$ cat config.mk
export PLATFORM = sky130hd
export DESIGN_NAME = four_stage_biquad_cascade_top
export DESIGN_NICKNAME = d
export VERILOG_FILES = /design/src/bqc_pkg.sv /design/src/four_stage_biquad_cascade_top.sv
export SDC_FILE = /design/constraint.sdc
export NUM_CORES = 2
export LEC_CHECK = 0
export BUFFER_PORTS_ARGS = -buffer_cell sky130_fd_sc_hd__buf_2
export CORE_MARGIN = 4
export CORE_UTILIZATION = 58
export DETAILED_ROUTE_END_ITERATION = 16
export MAX_ROUTING_LAYER = met4
export PLACE_DENSITY = 0.85
export SETUP_SLACK_MARGIN = 0.2
export SYNTH_ARGS = -nofsm -noshare
export SYNTH_HDL_FRONTEND = slang
export SYNTH_SLANG_ARGS = --single-unit
$ cat constraint.sdc
create_clock -name clock -period 9.85 [get_ports clock]
set_input_delay 1.97 -clock clock [delete_from_list [all_inputs] [get_ports clock]]
set_output_delay 1.97 -clock clock [all_outputs]
set_load 0.01 [all_outputs]
$ cat src/bqc_pkg.sv
// ----------------------------------------------------------------------------
// bqc_pkg - shared types and microcode for the biquad cascade
// Control word layout, sequencer states and the per-stage microprogram.
// ----------------------------------------------------------------------------
package bqc_pkg;

   localparam int NUM_STAGES = 4;
   localparam int STAGE_W    = 2;
   localparam int CSR_IDX_W  = 3;
   localparam int STEP_W     = 4;

   // Register kind selected by the low bit of the register index
   localparam logic REG_KIND_FORWARD = 1'b0;
   localparam logic REG_KIND_BACK    = 1'b1;

   // Microprogram step addresses (one pass per stage)
   localparam logic [STEP_W-1:0] STEP_FB_A1   = 4'd0;
   localparam logic [STEP_W-1:0] STEP_FB_A2   = 4'd1;
   localparam logic [STEP_W-1:0] STEP_FB_DONE = 4'd2;
   localparam logic [STEP_W-1:0] STEP_W_LATCH = 4'd3;
   localparam logic [STEP_W-1:0] STEP_FF_B0   = 4'd4;
   localparam logic [STEP_W-1:0] STEP_FF_B1   = 4'd5;
   localparam logic [STEP_W-1:0] STEP_FF_B2   = 4'd6;
   localparam logic [STEP_W-1:0] STEP_FF_DONE = 4'd7;
   localparam logic [STEP_W-1:0] STEP_Y_LATCH = 4'd8;
   localparam logic [STEP_W-1:0] STEP_BYPASS  = 4'd9;

   typedef enum logic {
      SEQ_IDLE,
      SEQ_RUN
   } seq_state_type;

   typedef enum logic [2:0] {
      COEF_A1,
      COEF_A2,
      COEF_B0,
      COEF_B1,
      COEF_B2
   } coef_sel_type;

   typedef enum logic [1:0] {
      OPND_D1,
      OPND_D2,
      OPND_W
   } opnd_sel_type;

   typedef enum logic [2:0] {
      ACC_HOLD,
      ACC_LOAD_X,
      ACC_LOAD_HALF,
      ACC_ADD,
      ACC_SUB
   } acc_op_type;

   typedef struct packed {
      logic         mul_en;      // register a new product
      coef_sel_type coef_sel;
      opnd_sel_type opnd_sel;
      acc_op_type   acc_op;      // acts on the product registered last step
      logic         latch_w;     // w <= sat(acc >> F)
      logic         latch_y;     // x <= sat(acc >> F), shift delays
      logic         skip_if_off; // jump to bypass step when stage disabled
      logic         end_stage;   // advance to next stage, restart program
   } ctrl_word_type;

   localparam ctrl_word_type CTRL_NOP = '{
      mul_en:      1'b0,
      coef_sel:    COEF_A1,
      opnd_sel:    OPND_D1,
      acc_op:      ACC_HOLD,
      latch_w:     1'b0,
      latch_y:     1'b0,
      skip_if_off: 1'b0,
      end_stage:   1'b0
   };

   // Microprogram ROM
   function automatic ctrl_word_type ucode(input logic [STEP_W-1:0] step);
      ctrl_word_type cw;
      cw = CTRL_NOP;
      case (step)
         STEP_FB_A1: begin
            cw.acc_op      = ACC_LOAD_X;
            cw.mul_en      = 1'b1;
            cw.coef_sel    = COEF_A1;
            cw.opnd_sel    = OPND_D1;
            cw.skip_if_off = 1'b1;
         end
         STEP_FB_A2: begin
            cw.acc_op   = ACC_SUB;
            cw.mul_en   = 1'b1;
            cw.coef_sel = COEF_A2;
            cw.opnd_sel = OPND_D2;
         end
         STEP_FB_DONE: begin
            cw.acc_op = ACC_SUB;
         end
         STEP_W_LATCH: begin
            cw.latch_w = 1'b1;
            cw.acc_op  = ACC_LOAD_HALF;
         end
         STEP_FF_B0: begin
            cw.mul_en   = 1'b1;
            cw.coef_sel = COEF_B0;
            cw.opnd_sel = OPND_W;
         end
         STEP_FF_B1: begin
            cw.acc_op   = ACC_ADD;
            cw.mul_en   = 1'b1;
            cw.coef_sel = COEF_B1;
            cw.opnd_sel = OPND_D1;
         end
         STEP_FF_B2: begin
            cw.acc_op   = ACC_ADD;
            cw.mul_en   = 1'b1;
            cw.coef_sel = COEF_B2;
            cw.opnd_sel = OPND_D2;
         end
         STEP_FF_DONE: begin
            cw.acc_op = ACC_ADD;
         end
         STEP_Y_LATCH: begin
            cw.latch_y   = 1'b1;
            cw.end_stage = 1'b1;
         end
         STEP_BYPASS: begin
            cw.end_stage = 1'b1;
         end
         default: begin
            cw.end_stage = 1'b1;
         end
      endcase
      return cw;
   endfunction

endpackage

$ cat src/four_stage_biquad_cascade_top.sv
// ----------------------------------------------------------------------------
// four_stage_biquad_cascade_top - mono four-stage biquad cascade
// Averages left/right to mono and runs four configurable DF2 biquads
// through one shared multiplier under a microcoded sequencer.
// ----------------------------------------------------------------------------
//
//  channel | direction | handshake          | payload
//  --------+-----------+--------------------+-------------------------------
//  req     | in        | tvalid / tready    | tdata: sample_left, sample_right
//  rsp     | out       | tvalid / tready    | tdata: filtered_sample
//  csr     | in        | wr_en (no wait)    | index, wdata
//
//  Sequence: a transaction is accepted, then each enabled stage runs the full
//  microprogram and each bypassed stage jumps to the bypass step; the pace is
//  set by the single multiplier (five products per stage, each registered before accumulation).
//  Reset: synchronous; coefficient registers return to b0 = 1.0, delays clear.
//  Stalls: input is taken only while the sequencer is idle; a result waits in
//  the output register while the next transaction is accepted. The final
//  stage holds if the previous result has not yet been taken.
//
module four_stage_biquad_cascade_top #(
   parameter int SAMPLE_BITS    = 24,
   parameter int COEF_FRAC_BITS = 18,
   parameter int DELAY_BITS     = 32,
   localparam int COEF_BITS     = COEF_FRAC_BITS + 2,
   localparam int FWD_W         = 3 * COEF_BITS + 1,
   localparam int REQ_W         = ((2 * SAMPLE_BITS + 7) / 8) * 8,
   localparam int RSP_W         = ((SAMPLE_BITS + 7) / 8) * 8
) (
   input  logic                          clock,
   input  logic                          reset,
   // req stream
   input  logic                          req_tvalid,
   output logic                          req_tready,
   input  logic [REQ_W-1:0]              req_tdata,  // sample_left, sample_right
   // rsp stream
   output logic                          rsp_tvalid,
   input  logic                          rsp_tready,
   output logic [RSP_W-1:0]              rsp_tdata,  // filtered_sample
   // configuration writes
   input  logic                          csr_wr_en,
   input  logic [bqc_pkg::CSR_IDX_W-1:0] csr_index,
   input  logic [FWD_W-1:0]              csr_wdata
);

   localparam int BACK_W  = 2 * COEF_BITS;
   localparam int PROD_W  = COEF_BITS + DELAY_BITS;
   localparam int BASE_W  = (SAMPLE_BITS + COEF_FRAC_BITS > PROD_W) ?
                            SAMPLE_BITS + COEF_FRAC_BITS : PROD_W;
   localparam int ACC_W   = BASE_W + 3;
   localparam int Q_W     = ACC_W - COEF_FRAC_BITS;

   localparam logic [FWD_W-1:0] FWD_RESET =
      {{(FWD_W-COEF_FRAC_BITS-1){1'b0}}, 1'b1, {COEF_FRAC_BITS{1'b0}}};
   localparam logic signed [ACC_W-1:0] HALF =
      {{(ACC_W-COEF_FRAC_BITS){1'b0}}, 1'b1, {(COEF_FRAC_BITS-1){1'b0}}};
   localparam logic signed [Q_W-1:0] D_MAX =
      {{(Q_W-DELAY_BITS+1){1'b0}}, {(DELAY_BITS-1){1'b1}}};
   localparam logic signed [Q_W-1:0] D_MIN =
      {{(Q_W-DELAY_BITS+1){1'b1}}, {(DELAY_BITS-1){1'b0}}};
   localparam logic signed [Q_W-1:0] S_MAX =
      {{(Q_W-SAMPLE_BITS+1){1'b0}}, {(SAMPLE_BITS-1){1'b1}}};
   localparam logic signed [Q_W-1:0] S_MIN =
      {{(Q_W-SAMPLE_BITS+1){1'b1}}, {(SAMPLE_BITS-1){1'b0}}};
   localparam logic [bqc_pkg::STAGE_W-1:0] LAST_STAGE =
      bqc_pkg::STAGE_W'(bqc_pkg::NUM_STAGES - 1);

   // Configuration and filter state
   logic [FWD_W-1:0]             fwd_ff [bqc_pkg::NUM_STAGES];
   logic [BACK_W-1:0]            back_ff [bqc_pkg::NUM_STAGES];
   logic signed [DELAY_BITS-1:0] d1_ff [bqc_pkg::NUM_STAGES];
   logic signed [DELAY_BITS-1:0] d2_ff [bqc_pkg::NUM_STAGES];

   // Sequencer and datapath registers
   bqc_pkg::seq_state_type        state_ff, state_in;
   logic [bqc_pkg::STEP_W-1:0]    step_ff, step_in;
   logic [bqc_pkg::STAGE_W-1:0]   stage_ff, stage_in;
   logic signed [SAMPLE_BITS-1:0] x_ff, x_in;
   logic signed [DELAY_BITS-1:0]  w_ff, w_in;
   logic signed [PROD_W-1:0]      prod_ff, prod_in;
   logic signed [ACC_W-1:0]       acc_ff, acc_in;
   logic                          rsp_valid_ff, rsp_valid_in;
   logic signed [SAMPLE_BITS-1:0] rsp_data_ff, rsp_data_in;

   bqc_pkg::ctrl_word_type        cw;
   logic                          stage_on;
   logic                          last_stage;
   logic                          stall;
   logic                          advance;
   logic                          req_xfer;
   logic signed [SAMPLE_BITS:0]   lr_sum;
   logic signed [SAMPLE_BITS-1:0] mono;
   logic signed [COEF_BITS-1:0]   coef_opnd;
   logic signed [DELAY_BITS-1:0]  data_opnd;
   logic signed [ACC_W-1:0]       prod_ext;
   logic signed [Q_W-1:0]         acc_q;
   logic signed [DELAY_BITS-1:0]  w_sat;
   logic signed [SAMPLE_BITS-1:0] y_sat;
   logic signed [SAMPLE_BITS-1:0] stage_out;

   // Configuration register writes
   always_ff @(posedge clock) begin
      if (reset) begin
         for (int i = 0; i < bqc_pkg::NUM_STAGES; i++) begin
            fwd_ff[i]  <= FWD_RESET;
            back_ff[i] <= '0;
         end
      end else if (csr_wr_en) begin
         if (csr_index[0] == bqc_pkg::REG_KIND_FORWARD) begin
            fwd_ff[csr_index[bqc_pkg::CSR_IDX_W-1:1]] <= csr_wdata;
         end else begin
            back_ff[csr_index[bqc_pkg::CSR_IDX_W-1:1]] <= csr_wdata[BACK_W-1:0];
         end
      end
   end

   // Decode current microword and stage status
   assign cw         = bqc_pkg::ucode(step_ff);
   assign stage_on   = fwd_ff[stage_ff][3*COEF_BITS];
   assign last_stage = (stage_ff == LAST_STAGE);
   assign stall      = cw.end_stage && last_stage && rsp_valid_ff && !rsp_tready;
   assign advance    = (state_ff == bqc_pkg::SEQ_RUN) && !stall;
   assign req_tready = (state_ff == bqc_pkg::SEQ_IDLE);
   assign req_xfer   = req_tvalid && req_tready;

   // Mono average, floor of (left + right) / 2
   assign lr_sum = {req_tdata[SAMPLE_BITS-1], req_tdata[SAMPLE_BITS-1:0]}
                 + {req_tdata[2*SAMPLE_BITS-1], req_tdata[2*SAMPLE_BITS-1:SAMPLE_BITS]};
   assign mono   = lr_sum[SAMPLE_BITS:1];

   // Shared multiplier operand selection
   always_comb begin
      case (cw.coef_sel)
         bqc_pkg::COEF_A1: coef_opnd = back_ff[stage_ff][0 +: COEF_BITS];
         bqc_pkg::COEF_A2: coef_opnd = back_ff[stage_ff][COEF_BITS +: COEF_BITS];
         bqc_pkg::COEF_B0: coef_opnd = fwd_ff[stage_ff][0 +: COEF_BITS];
         bqc_pkg::COEF_B1: coef_opnd = fwd_ff[stage_ff][COEF_BITS +: COEF_BITS];
         bqc_pkg::COEF_B2: coef_opnd = fwd_ff[stage_ff][2*COEF_BITS +: COEF_BITS];
         default:          coef_opnd = '0;
      endcase
      case (cw.opnd_sel)
         bqc_pkg::OPND_D1: data_opnd = d1_ff[stage_ff];
         bqc_pkg::OPND_D2: data_opnd = d2_ff[stage_ff];
         bqc_pkg::OPND_W:  data_opnd = w_ff;
         default:          data_opnd = '0;
      endcase
   end

   assign prod_in  = coef_opnd * data_opnd;
   assign prod_ext = {{(ACC_W-PROD_W){prod_ff[PROD_W-1]}}, prod_ff};

   // Round-half-up result is the floor of (acc + half) / 2^F; half is preloaded
   assign acc_q = acc_ff[ACC_W-1:COEF_FRAC_BITS];
   assign w_sat = (acc_q > D_MAX) ? D_MAX[DELAY_BITS-1:0] :
                  (acc_q < D_MIN) ? D_MIN[DELAY_BITS-1:0] : acc_q[DELAY_BITS-1:0];
   assign y_sat = (acc_q > S_MAX) ? S_MAX[SAMPLE_BITS-1:0] :
                  (acc_q < S_MIN) ? S_MIN[SAMPLE_BITS-1:0] : acc_q[SAMPLE_BITS-1:0];
   assign stage_out = cw.latch_y ? y_sat : x_ff;

   // Sequencer next state, datapath next values
   always_comb begin
      state_in     = state_ff;
      step_in      = step_ff;
      stage_in     = stage_ff;
      x_in         = x_ff;
      w_in         = w_ff;
      acc_in       = acc_ff;
      rsp_valid_in = rsp_valid_ff && !rsp_tready;
      rsp_data_in  = rsp_data_ff;
      case (state_ff)
         bqc_pkg::SEQ_IDLE: begin
            if (req_xfer) begin
               x_in     = mono;
               step_in  = bqc_pkg::STEP_FB_A1;
               stage_in = '0;
               state_in = bqc_pkg::SEQ_RUN;
            end
         end
         bqc_pkg::SEQ_RUN: begin
            if (advance) begin
               case (cw.acc_op)
                  bqc_pkg::ACC_LOAD_X: acc_in =
                     {{(ACC_W-SAMPLE_BITS-COEF_FRAC_BITS){x_ff[SAMPLE_BITS-1]}},
                      x_ff, {COEF_FRAC_BITS{1'b0}}} + HALF;
                  bqc_pkg::ACC_LOAD_HALF: acc_in = HALF;
                  bqc_pkg::ACC_ADD:       acc_in = acc_ff + prod_ext;
                  bqc_pkg::ACC_SUB:       acc_in = acc_ff - prod_ext;
                  default:                acc_in = acc_ff;
               endcase
               if (cw.latch_w) begin
                  w_in = w_sat;
               end
               if (cw.latch_y) begin
                  x_in = y_sat;
               end
               if (cw.end_stage) begin
                  step_in  = bqc_pkg::STEP_FB_A1;
                  stage_in = stage_ff + 1'b1;
                  if (last_stage) begin
                     state_in     = bqc_pkg::SEQ_IDLE;
                     rsp_valid_in = 1'b1;
                     rsp_data_in  = stage_out;
                  end
               end else if (cw.skip_if_off && !stage_on) begin
                  step_in = bqc_pkg::STEP_BYPASS;
               end else begin
                  step_in = step_ff + 1'b1;
               end
            end
         end
         default: begin
            state_in = bqc_pkg::SEQ_IDLE;
         end
      endcase
   end

   // Sequencer control registers
   always_ff @(posedge clock) begin
      if (reset) begin
         state_ff     <= bqc_pkg::SEQ_IDLE;
         step_ff      <= bqc_pkg::STEP_FB_A1;
         stage_ff     <= '0;
         rsp_valid_ff <= 1'b0;
      end else begin
         state_ff     <= state_in;
         step_ff      <= step_in;
         stage_ff     <= stage_in;
         rsp_valid_ff <= rsp_valid_in;
      end
   end

   // Datapath registers
   always_ff @(posedge clock) begin
      x_ff        <= x_in;
      w_ff        <= w_in;
      acc_ff      <= acc_in;
      rsp_data_ff <= rsp_data_in;
      if (advance && cw.mul_en) begin
         prod_ff <= prod_in;
      end
   end

   // Delay line update at the end of an enabled stage
   always_ff @(posedge clock) begin
      if (reset) begin
         for (int i = 0; i < bqc_pkg::NUM_STAGES; i++) begin
            d1_ff[i] <= '0;
            d2_ff[i] <= '0;
         end
      end else if (advance && cw.latch_y) begin
         d1_ff[stage_ff] <= w_ff;
         d2_ff[stage_ff] <= d1_ff[stage_ff];
      end
   end

   assign rsp_tvalid = rsp_valid_ff;
   assign rsp_tdata  = {{(RSP_W-SAMPLE_BITS){1'b0}}, rsp_data_ff};

   // A new result appears only as the sequencer finishes a run
   assert property (@(posedge clock) disable iff (reset)
      $rose(rsp_valid_ff) |-> $past(state_ff == bqc_pkg::SEQ_RUN))
      else $error("result raised without a finishing run");

   // Program counter stays within the microprogram
   assert property (@(posedge clock) disable iff (reset)
      (state_ff == bqc_pkg::SEQ_RUN) |-> (step_ff <= bqc_pkg::STEP_BYPASS))
      else $error("step counter outside program");

   // Idle sequencer sits at the program start on stage zero
   assert property (@(posedge clock) disable iff (reset)
      (state_ff == bqc_pkg::SEQ_IDLE) |-> (step_ff == bqc_pkg::STEP_FB_A1 &&
                                           stage_ff == '0))
      else $error("idle sequencer not at program start");

   // A stall at the output freezes the sequencer
   assert property (@(posedge clock) disable iff (reset)
      (state_ff == bqc_pkg::SEQ_RUN && stall) |=>
         ($stable(step_ff) && $stable(stage_ff) && state_ff == bqc_pkg::SEQ_RUN))
      else $error("sequencer moved during output stall");

endmodule

==> run_results.csv <==
group,metric,value,unit
sta,tightestPinTransition,1.125,ns
die,fp.coreArea,0.1110,mm^2
synth,synth_top_cell_by_area,"edfxtp_1",
route,ant_nets,0,
synth,synth_edf_count,847,
grt,grt_max_degree,66,
die,fp.dieW,342.9,um
sta,rsz0062_at_grt,"true",
sta,setup_tns,0,ns
synth,async_flop_share,0,%
grt,grt_overflow,0,
synth,synth_cells,5838,
synth,ys_types,78,
clock_tree,cts_root_buffer,"clkbuf_16",
sta,setup_ws,0.4276,ns
route,drt-wirelength-per-cell,24.02,um
sta,max_slew_margin,24.75,%
synth,syn_area,0.06506,mm^2
synth,netlist_top_cells_area,"edfxtp_1 39%, fa_1 20%, and2_1 6.5%",
route,vias,45890,
critical_path,cpMaxStageDelayCell,"fa_1",
die,start_util,58.63,%
critical_path,cp-start-kind,"register",
synth,postSynthNetCount,6807,
layout,drive_above_1_share,12.02,%
clock_tree,cts_tree,"built",
route,drt_iter0_drc,5840,
critical_path,endpoint_kind,"register",
sta,finalSetupViolations,0,
sta,period_needed,9.422,ns
synth,avgSynthCellArea,11.14,um^2
clock_tree,cts_max_level,3,
die,core.rowCount,122,
status,status,"completed",
critical_path,path_class,"reg -> reg",
clock_tree,cts_sinks,857,
synth,synth_commonest_cells,"861 x inv_1, 847 x edfxtp_1, 675 x and2_1",
route,detail_route.vias_per_cell,6.099,
sta,max_freq,106.1,MHz
route,wl,180.8,mm
die,die_h,342.9,um
critical_path,cpPeakStageDelay,0.57,ns
clock_tree,cts_hold_buf,0,
synth,synth_flop_cell,"edfxtp_1",
synth,yosysSeqAreaShare,39.40,%
clock_tree,cts_buffer_depth,3,
sta,whs,0.5592,ns
placed_design,dp_hpwl,130.6,mm
critical_path,cpMostUsedCell,"fa_1",
die,die-area,0.1176,mm^2
grt,antenna_found_initial,13,
synth,synth_warnings,0,
placed_design,place_congestion,1.033,
die,ios,143,
route,drc,0,
flow_run,cap_violations,0,
critical_path,critical_path_required,10.26,ns
synth,ys_ff_latch,857,
grt,grt_pass1_wl,280.9,mm
critical_path,crit_fanout,30,
critical_path,arrival,9.83,ns
sta,fin_skew,0.08419,ns
layout,syn_to_final_growth,9.846,%
clock_tree,cts.clk_slew.worst_paths,0.06,ns
placed_design,place.port_buffers,142,
clock_tree,clk_latency,0.72,ns
clock_tree,numCtsBuffers,86,
synth,synth_most_common_cell,"inv_1",
layout,final_nets,6922,
sta,fin_crit_sh,95.66,%
sta,final-hold-violation-count,0,
synth,synth_top_area_share,39.09,%
grt,grt_pass1_vias,48090,
route,dr.pass1.iters,8,
placed_design,dp_slack,0.2164,ns
worst_hold_path,hold_class,"reg -> reg",
grt,grtUsageTotal,32.17,%
sta,final_max_slew_viol_count,0,
-- layer usage --
metal  part of all wire (%)  vias to the layer above  wire, um  track usage, %
met5                      0                        -         0               -
met4                    4.4                        0      7972           13.09
met3                     12                      538     21070           7.741
met2                     47                     2780     84980           49.31
met1                     37                    22980     66730           41.71
li1                       -                    19600         -               -
-- per-stage QoR --
| stage | area (um^2) | instances | utilization [%] |
|---|---|---|---|
| 5_1_grt | 71470 | 7524 | 64.40 |
| 3_3_place_gp | 68430 | 7348 | 61.66 |
| 4_1_cts | 71330 | 7506 | 64.27 |
| 6_report | 71470 | 7524 | 64.40 |
| 3_5_place_dp | 68430 | 7348 | 61.66 |
| 2_1_floorplan | 65060 | 5838 | - |
-- cells in the final DEF (no fill, tap or decap), drive strengths merged, types with 16 or more instances in the layout --
cell	instances
nand3	62
fa	638
clkinv	40
mux4	165
o21ai	155
ha	214
or2	23
nor4	16
nor2	450
nand2	465
edfxtp	847
nand2b	61
and2	678
nand4	43
o21bai	17
a21o	108
a31oi	27
mux2i	34
a21oi	158
or4	16
nor2b	28
buf	331
xnor2	80
clkbuf	103
xor2	77
o31ai	23
and3	17
nor3	41
inv	863
o21a	41
-- final timing paths --
check	start	to	slack, ns	cells after the start
setup / recovery	step_ff[0]	prod_ff[39]	0.43	34
hold reg to reg	x_ff[11]	acc_ff[29]	0.56	2
setup reg to reg	step_ff[0]	prod_ff[39]	0.43	34
hold / removal	x_ff[11]	acc_ff[29]	0.56	2
-- sequential cells by signal, summed over array words and instances (netlist names), named ones only --
signal,flops
step_ff,4
rsp_tvalid,1
back_ff,160
prod_ff,52
x_ff,24
rsp_tdata,24
w_ff,32
stage_ff,2
fwd_ff,244
d2_ff,128
state_ff,1
d1_ff,128
acc_ff,55
-- worst max-delay path, delay by kind of cell (launching register included) --
kind,cells,cell delay [ns]
buffers and inverters,11,1.63
adder cells (fa/ha/maj),9,4.18
AND/OR/NAND/NOR,7,1.55
AO/OA/AOI/OAI,7,1.26
flip-flops,1,0.43
-- cell families after synthesis --
logic type / synth area share, %
and+or+nand+nor: 15.13
adders and majority gates: 23.75
muxes: 6.235
xor gates and xnor gates: 2.113
DFF: 39.40
buffers and inverters: 6.754
AOI/OAI and AO/OA: 6.619
-- cell type report --
cell class | count | area (um^2)
timing repair buffer | 331 | 2359
clock buffer | 103 | 2237
antenna | 13 | 32.53
tap | 1488 | 1862
clock inverter | 55 | 646.9
sequential | 857 | 25640
multi-input combinational | 3816 | 35460
fill | 7978 | 39510
inverter | 861 | 3232
-- what timing repair did --
action                                  CTS  global route
cloned                                    0             0
endpoints found under the setup margin    3            14
buffers inserted                          0             5
resized for setup                         3            24
Power is not shown: default switching activity piles up to over one toggle a cycle in this logic, so the estimate is an artifact.
